`src/rtl/core/joystick_deadzone_ramp_limiter_unit_defines.svh`:
```
// ----------------------------------------------------------------------------
// Joystick deadzone and ramp limiter: assertion macros
// Concurrent assertion forms for the limiter's top-level RTL.
// ----------------------------------------------------------------------------
`ifndef JOYSTICK_DEADZONE_RAMP_LIMITER_UNIT_DEFINES_SVH
`define JOYSTICK_DEADZONE_RAMP_LIMITER_UNIT_DEFINES_SVH

// The consequent must hold in the same cycle as the antecedent.
`define JDRL_ASSERT_SAME(label, clk, rst, ante, cons) \
   label: assert property (@(posedge clk) disable iff (rst) (ante) |-> (cons)) \
      else $error("same-cycle property failed");

// The consequent must hold in the cycle after the antecedent.
`define JDRL_ASSERT_NEXT(label, clk, rst, ante, cons) \
   label: assert property (@(posedge clk) disable iff (rst) (ante) |=> (cons)) \
      else $error("next-cycle property failed");

`endif

```
`src/rtl/core/jdrl_pkg.sv`:
```
// ----------------------------------------------------------------------------
// jdrl_pkg
// Types and constants shared by the joystick deadzone and ramp limiter.
// ----------------------------------------------------------------------------
`default_nettype none

package jdrl_pkg;

   // Q1.15 saturation limit.
   localparam logic [14:0] QMAX = 15'h7FFF;

   // Register indexes (byte address divided by four).
   localparam logic [2:0] REG_DEADZONE_XY   = 3'd0;
   localparam logic [2:0] REG_DEADZONE_TURN = 3'd1;
   localparam logic [2:0] REG_MAX_TURN      = 3'd2;
   localparam logic [2:0] REG_ACCEL         = 3'd3;
   localparam logic [2:0] REG_MIN_Y_SPEED   = 3'd4;

   // Register reset values.
   localparam logic [14:0] RST_DEADZONE_XY   = 15'd3277;
   localparam logic [14:0] RST_DEADZONE_TURN = 15'd4915;
   localparam logic [14:0] RST_MAX_TURN      = 15'd16384;
   localparam logic [14:0] RST_ACCEL         = 15'd3277;
   localparam logic [14:0] RST_MIN_Y_SPEED   = 15'd9830;

   // Sequencing strobes from the top level to every lane.
   typedef struct packed {
      logic load;    // capture the governor product of a new item
      logic commit;  // finish the ramp and update the stored speed
   } lane_ctrl_type;

   // Register values one lane works with.
   typedef struct packed {
      logic [14:0] deadzone;
      logic [14:0] max_turn;
      logic [14:0] accel;
      logic [14:0] min_speed;
   } lane_cfg_type;

   // What one lane finds for its axis.
   typedef struct packed {
      logic signed [15:0] cond;
      logic signed [15:0] ramped;
   } lane_out_type;

endpackage

`default_nettype wire

```
`src/rtl/core/joystick_deadzone_ramp_limiter_unit.sv`:
```
// ----------------------------------------------------------------------------
// joystick_deadzone_ramp_limiter_unit
// Conditions three joystick axes (deadzone, governor, clamp on x and turn) and limits the
// acceleration of each, one lane per axis, with registers on an APB port.
//
//   Channel  Direction  Handshake           Payload
//   req      in         req_valid/stall     x_cmd, y_cmd, turn_cmd, governor
//   rsp      out        rsp_valid/stall     three conditioned, three ramped
//   csr      in/out     psel/penable/ready  five 15-bit registers at 4*i
//
// For each item the governor product, rounded, saturated and clamped, is
// registered at the transfer edge, and the accel multiply and ramp finish
// at the commit. A new item is taken only once the last one has committed;
// the stored speeds close the loop per item. A finished item waits in its lane
// registers while the result register is held by rsp_stall. Reset is
// synchronous, clears the stored speeds and loads the register defaults.
// ----------------------------------------------------------------------------
`default_nettype none

`include "joystick_deadzone_ramp_limiter_unit_defines.svh"

module joystick_deadzone_ramp_limiter_unit
   import jdrl_pkg::*;
#(
   parameter int FRAC_BITS = 15
) (
   input  wire logic               clock,
   input  wire logic               reset,
   input  wire logic               req_valid,
   output logic                    req_stall,
   input  wire logic signed [15:0] req_x_cmd,
   input  wire logic signed [15:0] req_y_cmd,
   input  wire logic signed [15:0] req_turn_cmd,
   input  wire logic [14:0]        req_governor,
   output logic                    rsp_valid,
   input  wire logic               rsp_stall,
   output logic signed [15:0]      rsp_x_conditioned,
   output logic signed [15:0]      rsp_y_conditioned,
   output logic signed [15:0]      rsp_turn_conditioned,
   output logic signed [15:0]      rsp_x_ramped,
   output logic signed [15:0]      rsp_y_ramped,
   output logic signed [15:0]      rsp_turn_ramped,
   input  wire logic               csr_psel,
   input  wire logic               csr_penable,
   input  wire logic               csr_pwrite,
   input  wire logic [4:0]         csr_paddr,
   input  wire logic [31:0]        csr_pwdata,
   output logic [31:0]             csr_prdata,
   output logic                    csr_pready
);

   localparam int FW = FRAC_BITS + 1;
   localparam int GW = (FW > 16) ? FW : 16;
   localparam logic [GW-1:0] ONE = {{(GW-1){1'b0}}, 1'b1} << FRAC_BITS;

   typedef enum logic [1:0] {
      ST_IDLE = 2'b01,
      ST_CALC = 2'b10
   } state_type;

   state_type     state_ff, state_in;
   logic [14:0]   dz_xy_ff, dz_turn_ff, max_turn_ff, accel_ff, min_y_ff;
   logic          accept;
   logic          csr_write;
   logic [GW-1:0] gov_ext;
   logic [GW-1:0] factor_full;
   logic [FW-1:0] factor;
   lane_ctrl_type ctrl;
   lane_cfg_type  cfg_xy, cfg_y, cfg_turn;
   lane_out_type  out_x, out_y, out_turn;

   // Register port: writes on the access phase, reads return the value.
   assign csr_pready = 1'b1;
   assign csr_write  = csr_psel & csr_penable & csr_pwrite & csr_pready;

   always_ff @(posedge clock) begin
      if (reset) begin
         dz_xy_ff    <= RST_DEADZONE_XY;
         dz_turn_ff  <= RST_DEADZONE_TURN;
         max_turn_ff <= RST_MAX_TURN;
         accel_ff    <= RST_ACCEL;
         min_y_ff    <= RST_MIN_Y_SPEED;
      end else if (csr_write) begin
         unique case (csr_paddr[4:2])
            REG_DEADZONE_XY:   dz_xy_ff    <= csr_pwdata[14:0];
            REG_DEADZONE_TURN: dz_turn_ff  <= csr_pwdata[14:0];
            REG_MAX_TURN:      max_turn_ff <= csr_pwdata[14:0];
            REG_ACCEL:         accel_ff    <= csr_pwdata[14:0];
            REG_MIN_Y_SPEED:   min_y_ff    <= csr_pwdata[14:0];
            default: ;
         endcase
      end
   end

   always_comb begin
      unique case (csr_paddr[4:2])
         REG_DEADZONE_XY:   csr_prdata = {17'd0, dz_xy_ff};
         REG_DEADZONE_TURN: csr_prdata = {17'd0, dz_turn_ff};
         REG_MAX_TURN:      csr_prdata = {17'd0, max_turn_ff};
         REG_ACCEL:         csr_prdata = {17'd0, accel_ff};
         REG_MIN_Y_SPEED:   csr_prdata = {17'd0, min_y_ff};
         default:           csr_prdata = 32'd0;
      endcase
   end

   // Sequencer: take an item, then commit it once the result register frees.
   assign req_stall   = (state_ff != ST_IDLE);
   assign accept      = req_valid & ~req_stall;
   assign ctrl.load   = accept;
   assign ctrl.commit = (state_ff == ST_CALC) & (~rsp_valid | ~rsp_stall);

   always_comb begin
      state_in = state_ff;
      unique case (state_ff)
         ST_IDLE: if (accept) state_in = ST_CALC;
         ST_CALC: if (ctrl.commit) state_in = ST_IDLE;
         default: state_in = ST_IDLE;
      endcase
   end

   always_ff @(posedge clock) begin
      if (reset) begin
         state_ff <= ST_IDLE;
      end else begin
         state_ff <= state_in;
      end
   end

   // Governor factor 1.0 - governor, floored at zero.
   always_comb begin
      gov_ext     = GW'(req_governor);
      factor_full = (gov_ext > ONE) ? '0 : (ONE - gov_ext);
      factor      = factor_full[FW-1:0];
   end

   always_comb begin
      cfg_xy.deadzone    = dz_xy_ff;
      cfg_xy.max_turn    = max_turn_ff;
      cfg_xy.accel       = accel_ff;
      cfg_xy.min_speed   = min_y_ff;
      cfg_y              = cfg_xy;
      cfg_turn           = cfg_xy;
      cfg_turn.deadzone  = dz_turn_ff;
   end

   // One lane per axis.
   jdrl_lane #(
      .FRAC_BITS (FRAC_BITS),
      .USE_CLAMP (1'b1),
      .USE_MIN   (1'b0)
   ) u_lane_x (
      .clock  (clock),
      .reset  (reset),
      .ctrl   (ctrl),
      .cfg    (cfg_xy),
      .cmd    (req_x_cmd),
      .factor (factor),
      .result (out_x)
   );

   jdrl_lane #(
      .FRAC_BITS (FRAC_BITS),
      .USE_CLAMP (1'b0),
      .USE_MIN   (1'b1)
   ) u_lane_y (
      .clock  (clock),
      .reset  (reset),
      .ctrl   (ctrl),
      .cfg    (cfg_y),
      .cmd    (req_y_cmd),
      .factor (factor),
      .result (out_y)
   );

   jdrl_lane #(
      .FRAC_BITS (FRAC_BITS),
      .USE_CLAMP (1'b1),
      .USE_MIN   (1'b0)
   ) u_lane_turn (
      .clock  (clock),
      .reset  (reset),
      .ctrl   (ctrl),
      .cfg    (cfg_turn),
      .cmd    (req_turn_cmd),
      .factor (factor),
      .result (out_turn)
   );

   // Merge the lanes into the result register.
   jdrl_merge u_merge (
      .clock                (clock),
      .reset                (reset),
      .commit               (ctrl.commit),
      .lane_x               (out_x),
      .lane_y               (out_y),
      .lane_turn            (out_turn),
      .rsp_valid            (rsp_valid),
      .rsp_stall            (rsp_stall),
      .rsp_x_conditioned    (rsp_x_conditioned),
      .rsp_y_conditioned    (rsp_y_conditioned),
      .rsp_turn_conditioned (rsp_turn_conditioned),
      .rsp_x_ramped         (rsp_x_ramped),
      .rsp_y_ramped         (rsp_y_ramped),
      .rsp_turn_ramped      (rsp_turn_ramped)
   );

   // A commit never overwrites a result that is still held.
   `JDRL_ASSERT_SAME(a_no_overwrite, clock, reset, ctrl.commit, !(rsp_valid && rsp_stall))
   // A committed item shows up on the result channel next cycle.
   `JDRL_ASSERT_NEXT(a_commit_shows, clock, reset, ctrl.commit, rsp_valid)
   // No new item enters in the cycle after a transfer in.
   `JDRL_ASSERT_NEXT(a_one_at_a_time, clock, reset, accept, req_stall)
   // A result taken with nothing new committed leaves the register empty.
   `JDRL_ASSERT_NEXT(a_drain, clock, reset, rsp_valid && !rsp_stall && !ctrl.commit, !rsp_valid)

endmodule

`default_nettype wire

```
`src/rtl/core/jdrl_lane.sv`:
```
// ----------------------------------------------------------------------------
// jdrl_lane
// One axis: deadzone, governor scaling, optional clamp and the ramp limiter
// with its stored last speed.
// ----------------------------------------------------------------------------
`default_nettype none

module jdrl_lane
   import jdrl_pkg::*;
#(
   parameter int FRAC_BITS = 15,
   parameter bit USE_CLAMP = 1'b1,
   parameter bit USE_MIN   = 1'b0
) (
   input  wire logic                  clock,
   input  wire logic                  reset,
   input  wire lane_ctrl_type         ctrl,
   input  wire lane_cfg_type          cfg,
   input  wire logic signed [15:0]    cmd,
   input  wire logic [FRAC_BITS:0]    factor,
   output lane_out_type               result
);

   localparam int FW = FRAC_BITS + 1;
   localparam int PW = 16 + FW;
   localparam logic [PW-1:0] HALF_G = {{(PW-1){1'b0}}, 1'b1} << (FRAC_BITS - 1);
   localparam logic [31:0]   HALF_A = 32'd1 << (FRAC_BITS - 1);

   logic [14:0]        mag_ff, mag_in;
   logic               neg_ff, neg_in;
   logic signed [15:0] last_ff, last_in;

   logic [15:0]        cmd_mag;
   logic               keep;
   logic [PW-1:0]      gov_prod;
   logic [PW-1:0]      gov_shr;
   logic [14:0]        gov_mag;
   logic signed [15:0] cond;
   logic signed [15:0] last_eff;
   logic [14:0]        c_mag;
   logic [14:0]        l_mag;
   logic [31:0]        acc_prod;
   logic [31:0]        acc_shr;
   logic [14:0]        acc_mag;
   logic signed [15:0] acc_val;
   logic signed [16:0] sum;
   logic signed [15:0] step;
   logic signed [15:0] step_min;
   logic signed [15:0] min_s;
   logic               step_neg;

   // Ahead of the load register: deadzone, governor product, rounding, saturation and clamp.
   always_comb begin
      cmd_mag  = cmd[15] ? 16'(-cmd) : 16'(cmd);
      keep     = cmd_mag > {1'b0, cfg.deadzone};
      gov_prod = keep ? (PW'(cmd_mag) * PW'(factor)) : '0;
      gov_shr  = (gov_prod + HALF_G) >> FRAC_BITS;
      gov_mag  = (gov_shr > PW'(QMAX)) ? QMAX : gov_shr[14:0];
      mag_in   = gov_mag;
      // The clamp is symmetric, so it acts on the magnitude alone.
      if (USE_CLAMP && (gov_mag > cfg.max_turn)) begin
         mag_in = cfg.max_turn;
      end
      neg_in   = cmd[15] & keep;
   end

   always_ff @(posedge clock) begin
      if (ctrl.load) begin
         mag_ff <= mag_in;
         neg_ff <= neg_in;
      end
   end

   // From the load register: restore the sign of the conditioned command.
   always_comb begin
      cond = neg_ff ? -$signed({1'b0, mag_ff}) : $signed({1'b0, mag_ff});
   end

   // Ramp: drop the stored speed on a sign change, then limit the step.
   always_comb begin
      if ((cond <= 16'sd0) != (last_ff <= 16'sd0)) begin
         last_eff = 16'sd0;
      end else begin
         last_eff = last_ff;
      end
      c_mag    = mag_ff;
      l_mag    = last_eff[15] ? 15'(-last_eff) : last_eff[14:0];
      acc_prod = 32'(c_mag) * 32'(cfg.accel);
      acc_shr  = (acc_prod + HALF_A) >> FRAC_BITS;
      acc_mag  = (acc_shr > 32'(QMAX)) ? QMAX : acc_shr[14:0];
      acc_val  = cond[15] ? -$signed({1'b0, acc_mag}) : $signed({1'b0, acc_mag});
      sum      = {last_eff[15], last_eff} + {acc_val[15], acc_val};
      if (sum > 17'sd32767) begin
         step = 16'sd32767;
      end else if (sum < -17'sd32767) begin
         step = -16'sd32767;
      end else begin
         step = sum[15:0];
      end

      // Minimum magnitude while accelerating; zero takes the command's sign.
      min_s    = $signed({1'b0, cfg.min_speed});
      step_neg = step[15] | ((step == 16'sd0) & cond[15]);
      step_min = step;
      if (USE_MIN) begin
         if (step_neg && (step > -min_s)) begin
            step_min = -min_s;
         end else if (!step_neg && (step < min_s)) begin
            step_min = min_s;
         end
      end

      if (cond == 16'sd0) begin
         last_in = 16'sd0;
      end else if (c_mag <= l_mag) begin
         last_in = cond;
      end else begin
         last_in = step_min;
      end
   end

   // Stored speed for the next item.
   always_ff @(posedge clock) begin
      if (reset) begin
         last_ff <= 16'sd0;
      end else if (ctrl.commit) begin
         last_ff <= last_in;
      end
   end

   assign result.cond   = cond;
   assign result.ramped = last_in;

endmodule

`default_nettype wire

```
`src/rtl/core/jdrl_merge.sv`:
```
// ----------------------------------------------------------------------------
// jdrl_merge
// Collects the three lane results into the result register and runs the
// result channel's valid and stall.
// ----------------------------------------------------------------------------
`default_nettype none

module jdrl_merge
   import jdrl_pkg::*;
(
   input  wire logic               clock,
   input  wire logic               reset,
   input  wire logic               commit,
   input  wire lane_out_type       lane_x,
   input  wire lane_out_type       lane_y,
   input  wire lane_out_type       lane_turn,
   output logic                    rsp_valid,
   input  wire logic               rsp_stall,
   output logic signed [15:0]      rsp_x_conditioned,
   output logic signed [15:0]      rsp_y_conditioned,
   output logic signed [15:0]      rsp_turn_conditioned,
   output logic signed [15:0]      rsp_x_ramped,
   output logic signed [15:0]      rsp_y_ramped,
   output logic signed [15:0]      rsp_turn_ramped
);

   logic         valid_ff, valid_in;
   lane_out_type x_ff, y_ff, turn_ff;

   // A commit fills the register; a transfer without a commit empties it.
   always_comb begin
      valid_in = valid_ff;
      if (commit) begin
         valid_in = 1'b1;
      end else if (!rsp_stall) begin
         valid_in = 1'b0;
      end
   end

   always_ff @(posedge clock) begin
      if (reset) begin
         valid_ff <= 1'b0;
      end else begin
         valid_ff <= valid_in;
      end
   end

   always_ff @(posedge clock) begin
      if (commit) begin
         x_ff    <= lane_x;
         y_ff    <= lane_y;
         turn_ff <= lane_turn;
      end
   end

   assign rsp_valid            = valid_ff;
   assign rsp_x_conditioned    = x_ff.cond;
   assign rsp_y_conditioned    = y_ff.cond;
   assign rsp_turn_conditioned = turn_ff.cond;
   assign rsp_x_ramped         = x_ff.ramped;
   assign rsp_y_ramped         = y_ff.ramped;
   assign rsp_turn_ramped      = turn_ff.ramped;

endmodule

`default_nettype wire
```
`config.mk`:
```
export PLATFORM = sky130hd
export DESIGN_NAME = joystick_deadzone_ramp_limiter_unit
export DESIGN_NICKNAME = d
export VERILOG_FILES = /design/src/rtl/core/jdrl_pkg.sv /design/src/rtl/core/joystick_deadzone_ramp_limiter_unit.sv /design/src/rtl/core/jdrl_lane.sv /design/src/rtl/core/jdrl_merge.sv
export VERILOG_INCLUDE_DIRS = /design/src /design/src/rtl/core
export SDC_FILE = /design/constraint.sdc
export NUM_CORES = 2
export LEC_CHECK = 0
export ABC_AREA = 1
export BUFFER_PORTS_ARGS = -buffer_cell sky130_fd_sc_hd__buf_2
export CAP_MARGIN = 0
export CORE_UTILIZATION = 43
export CTS_BUF_LIST = sky130_fd_sc_hd__clkbuf_16
export DETAILED_ROUTE_END_ITERATION = 8
export PLACE_DENSITY = 0.71
export SYNTH_ARGS = -nofsm -noshare
export SYNTH_HDL_FRONTEND = slang
export SYNTH_HIERARCHICAL = 1
export SYNTH_SLANG_ARGS = --single-unit
```
`constraint.sdc`:
```
create_clock -name clock -period 23.8 [get_ports clock]
set_input_delay 4.76 -clock clock [delete_from_list [all_inputs] [get_ports clock]]
set_output_delay 4.76 -clock clock [all_outputs]
set_load 0.02 [all_outputs]
```
Word-level counts from Yosys, hierarchy flattened
Index checks and enable logic that the tools add are counted.
{ "totals": {"ff_bits": 270, "latchBits": 0, "ramBits": 0, "romBits": 0, "in_bits": 107, "out_inout_bits": 131, "wordCells": 166, "memories": 0} }
{ "classes": {"addsub": 23, "mul": 6, "n_div": 0, "order_cmp": 29, "eq_ne": 13, "n_shift": 0, "mux": 46, "bitwise": 13, "n_reduce_logical": 14} }
{ "op_table": {"columns": ["op", "count"], "rows": [
  ["two-way mux 16 bit", 27],
  ["two-way mux 15 bit", 10],
  ["negator 15 -> 16 bit", 7],
  ["> comparator 17 x 15 -> 1 bit (second input constant)", 6],
  ["adder 32 x 15 -> 32 bit (second input constant)", 3],
  ["<= comparator 16 x 1 -> 1 bit (second input constant)", 6],
  ["multiplier 16 x 16 -> 32 bit", 3],
  ["two-way mux 32 bit", 3],
  ["adder 30 x 15 -> 31 bit (second input constant)", 3],
  ["multiplier 15 x 15 -> 30 bit", 3],
  ["case mux 15 bit (5 select lines)", 1],
  ["zero test 16 bit", 4],
  ["adder 16 x 16 -> 17 bit", 3],
  ["> comparator 17 x 16 -> 1 bit (second input constant)", 3],
  ["less-than comparator 17 x 16 -> 1 bit (second input constant)", 3],
  ["> comparator 16 x 15 -> 1 bit", 3],
  ["negator 16 bit", 3],
  ["<= comparator 15 bit", 3],
  ["negator 15 bit", 3],
  ["> comparator 15 bit", 2],
  ["> comparator 15 x 16 -> 1 bit (second input constant)", 1],
  ["> comparator 16 bit", 1],
  ["less-than comparator 16 bit", 1],
  ["subtractor 16 x 15 -> 16 bit (first input constant)", 1],
  ["18 further kinds", 41]
]} }

Logic depth before layout (Yosys ltp)
{ "depth": {"depth_word": 19, "ltp_mapped": 74} }

By module
The synthesis kept the hierarchy.
{ "modules_own_cells": {"columns": ["mod", "instances", "cells_each", "area_per_inst_um2", "seq_area_each_um2"], "rows": [
  ["jdrl_lane (u_lane_y)", 1, 3339, 23393.7, 800.8],
  ["jdrl_lane (u_lane_x)", 1, 3408, 23302.3, 800.8],
  ["jdrl_lane (u_lane_turn)", 1, 3391, 23191.0, 800.8],
  ["joystick_deadzone_ramp_limiter_unit", 1, 678, 4265.3, 1541.5],
  ["jdrl_merge", 1, 100, 2919.0, 2902.8]
]} }

Worst setup path after synthesis
Ideal clock, no wire load.
{ "synth_timing": {"kind": "input to register", "from": "in req_x_cmd[0]", "to": "reg u_lane_x.mag_ff[4] (netlist: u_lane_x/c_mag[4]) (data pin)", "setup_ns": 0.252, "arrival_time_ns": 13.602, "required_time_ns": 23.548, "setup_slack_ns": 9.946, "path_stages": 60, "cell_sequence": "buf_6 clkinv_2 ha_1 inv_1 nor3_1 inv_1 nor2_1 nand3_1 nor2_1 nand2_1 nand2_1 xor2_1 inv_1 clkbuf_1 nand2_1 fa_1 fa_1 inv_1 [... 24 more ...] nand3_2 nand2_4 nand3_1 ha_1 nand2_1 nor2_1 a211oi_1 nor2_1 o21ai_0 a21oi_1 o21a_1 o211ai_1 nand2_1 nand2_1 inv_1 clkbuf_1 nand2_1 nand2_1"} }
{ "synth_via": {"elab_chain_len": 9, "word_cells_on_any_way": 10, "classes_between": "add/sub (2); mul (1); order compare (3); mux (4)"} }
{ "synth_rtl": {"columns": ["item", "line", "source"], "rows": [
  ["start: declaration", "joystick_deadzone_ramp_limiter_unit.sv:31", "input wire logic signed [15:0] req_x_cmd,"],
  ["negator 16 bit", "jdrl_lane.sv:54", "cmd_mag = cmd[15] ? 16'(-cmd) : 16'(cmd);"],
  ["two-way mux 16 bit (*)", "jdrl_lane.sv:54", null],
  ["multiplier 16 x 16 -> 32 bit / > comparator 16 x 15 -> 1 bit (equally long branches)", "jdrl_lane.sv:56, jdrl_lane.sv:55", null],
  ["two-way mux 32 bit (*)", "jdrl_lane.sv:56", "gov_prod = keep ? (PW'(cmd_mag) * PW'(factor)) : '0;"],
  ["adder 32 x 15 -> 32 bit (*)", "jdrl_lane.sv:57", "gov_shr = (gov_prod + HALF_G) >> FRAC_BITS;"],
  ["> comparator 17 x 15 -> 1 bit", "jdrl_lane.sv:58", "gov_mag = (gov_shr > PW'(QMAX)) ? QMAX : gov_shr[14:0];"],
  ["two-way mux 15 bit (*)", "jdrl_lane.sv:58", null],
  ["> comparator 15 bit", "jdrl_lane.sv:61", "if (USE_CLAMP && (gov_mag > cfg.max_turn)) begin"],
  ["two-way mux 15 bit (*)", "jdrl_lane.sv:61", null],
  ["net u_lane_x.mag_in[4]", "jdrl_lane.sv:29", "logic [14:0] mag_ff, mag_in;"],
  ["end signal: assignment", "jdrl_lane.sv:69", "mag_ff <= mag_in;"],
  ["end: declaration", "jdrl_lane.sv:29", null]
]} }
Mark *: on every way through the listed nets, which the timed path passes. The rest lies on a longest branch.
A chain may end at the register's enable or synchronous reset.

Final worst setup path
{ "layout_timing": {"from": "in req_x_cmd[0]", "to": "reg u_lane_x.mag_ff[14] (netlist: u_lane_x/c_mag[14]) (data pin)"} }
The elaborated chain is that of the path after synthesis.

==> metrics.cfg <==
[critical_path]
cp_max_fo=17
worstSetupEndpoint=u_lane_x/c_mag[14]$_DFFE_PP_
r2r-start=accel_ff[7]$_SDFFE_PP1P_
crit_path_max_incr_delay_ns=0.58
cp-start-kind=input pin
r2r_cells=60
cp.arrival_ns=15.90
reg2reg_slack_ns=11.33
worst_setup_path_end_kind=flip-flop
cpMaxStageDelayCell=xor2_1
crit_type=input pin to flip-flop
cp_common_cell=nand2_1
rr_endpoint=u_merge/rsp_y_ramped[1]$_DFFE_PP_
crit_path_start=req_x_cmd[0]
required_ns=24.18

[timing]
relSlewSlack_pct=18.0
period_share_pct=65.2
drv_slew=0
fin_skew_ns=0.0406
finalSetupViolations=0
fin_crit_ns=15.52
setup_ws_ns=8.28
rsz0062_at_grt=no
tightest_slew_ns=1.23
fmax_mhz=64.5
hold_violations=0
totalNegativeSetupSlack_ns=0

[clock_tree]
cts.sinks=270
cts_tree=done
cts_max_level=1
cts_buffers=30
cts_hold_buffers=0
clk_latency_ns=0.66
clockBufferDepth=3
clk_pin_slew_ns=0.06
post_cts_buffers=0
cts-resized-gates=0
cts_root_buf=clkbuf_16

[global_routing]
first_global_vias=66400
antenna_found_initial=23
grt_max_degree=76
grt_pass1_wl_um=358000
grtUsageTotal_pct=24.8
gr-total-overflow=0

[job]
max_cap_violations=0

[synthesis]
synth_edf_count=144
synth.avg_cell_area_sq_um=7.06
yosys_register_bits=270
synth_top_area_share_pct=28.2
synth.area.top_cells=fa_1, nand2_1, ha_1
synth_area_sq_um=77100
yosysTopAreaCell=fa_1
synth_cell_types=78
synthFlopType=edfxtp_1
yosysSeqAreaShare_pct=8.88
netlist_instances=10900
async_flop_share_pct=0
yosysWarnings=6
yosys.cell_count.top_type=nand2_1
synth_top_cells_by_count=nand2_1, inv_1, fa_1

[drt]
first_pass_iters=7
drtIter0Drc=5144
wire_per_inst_um=16.8
num_vias=67400
routed_via_density=5.08
ant_nets=0
routed_wl_um=223000
drc_errors=0

[placement]
place_congestion=0.990
io_buffers=200
pre_cts_slack_ns=7.81
placed_cells=13200
hpwlAfterDp_um=178000

[cells_and_area]
layout-drive-gt1-share_pct=5.35
syn2layout_area_growth_pct=5.05
final_net_count=12900
finalNonFillerCells=13300

[floorplan]
dieArea_sq_um=181000
dieWidth_um=425
start_util_pct=43.2
die_y_um=425
coreArea_sq_um=178000
rows=155
pin_count=238

[min_path]
holdPathStages=2
min_path_type=flip-flop to flip-flop

[run_status]
outcome=finished, final reports clean

## how the worst min path moves through the flow
stage                                              start                        endpoint  slack (ns)
after detailed placement  u_merge/rsp_valid$_SDFFE_PP0P_  u_merge/rsp_valid$_SDFFE_PP0P_        0.47
final                     u_merge/rsp_valid$_SDFFE_PP0P_  u_merge/rsp_valid$_SDFFE_PP0P_        0.48
after CTS                 u_merge/rsp_valid$_SDFFE_PP0P_  u_merge/rsp_valid$_SDFFE_PP0P_        0.48
after global placement          accel_ff[0]$_SDFFE_PP1P_        accel_ff[0]$_SDFFE_PP1P_        0.45
after floorplan               dz_turn_ff[1]$_SDFFE_PP1P_      dz_turn_ff[1]$_SDFFE_PP1P_        0.45
after global routing      u_merge/rsp_valid$_SDFFE_PP0P_  u_merge/rsp_valid$_SDFFE_PP0P_        0.51
## metrics by stage
stage / instance area, sq um / hold WS (ns) / utilization (%)
detailed placement: 79900 / 0.468 / 44.9
global placement: 79900 / 0.453 / 44.9
finish: 81000 / 0.479 / 45.4
global route: 81000 / 0.510 / 45.4
floorplan: 77100 / 0.451 / -
CTS: 80900 / 0.478 / 45.4
## cell usage in the layout, fill, tap and decap left out, drive strengths merged, types with 126 or more instances in the layout
cell type / instances
inv: 2630
edfxtp: 144
ha: 839
fa: 1086
a21oi: 374
nand2: 2929
buf: 266
xor2: 135
o21ai: 289
nor2: 1031
dfxtp: 126
nand3: 447
## final cells by class
cell class | count | area (sq um)
Inverter | 2634 | 9890
Multi-Input combinational cell | 7673 | 58700
Fill cell | 18100 | 97300
Clock buffer | 30 | 751
Antenna cell | 15 | 37.5
Sequential cell | 270 | 6870
Timing Repair Buffer | 266 | 1500
Tap cell | 2355 | 2950
Clock inverter | 26 | 228
## metal layers
metal  track usage, %  wire length [um]
met3             3.14             17200
met2             40.4            102000
met4             10.2              9490
met1             33.1             94900
met5                0                23
## state kept, by name (all words and copies together) (netlist names), 16 cells and up
name / cells
u_merge/rsp_y_ramped: 16
u_merge/rsp_x_conditioned: 16
u_lane_turn/last_ff: 16
u_lane_x/last_ff: 16
u_merge/rsp_turn_ramped: 16
u_merge/rsp_turn_conditioned: 16
u_merge/rsp_x_ramped: 16
u_merge/rsp_y_conditioned: 16
u_lane_y/last_ff: 16
## kinds of logic after synthesis
kind of cell,after synthesis,share of synthesized area [%]
DFF,270,8.88
adders and majority gates,1925,41.8
other,2,0.00974
AOI/OAI and AO/OA,830,6.02
and+or+nand+nor,4695,25.8
buffers and inverters,2989,15.1
xor gates and xnor gates,205,2.38
## critical path, delay by kind of cell
kind | cells | cell delay (ns)
and+or+nand+nor | 26 | 4.23
xor gates and xnor gates | 1 | 0.58
adders and majority gates | 9 | 3.95
AOI/OAI and AO/OA | 5 | 0.74
buffers and inverters | 9 | 1.58
Power is not shown: default switching activity piles up to over one toggle a cycle in this logic, so the estimate is an artifact.
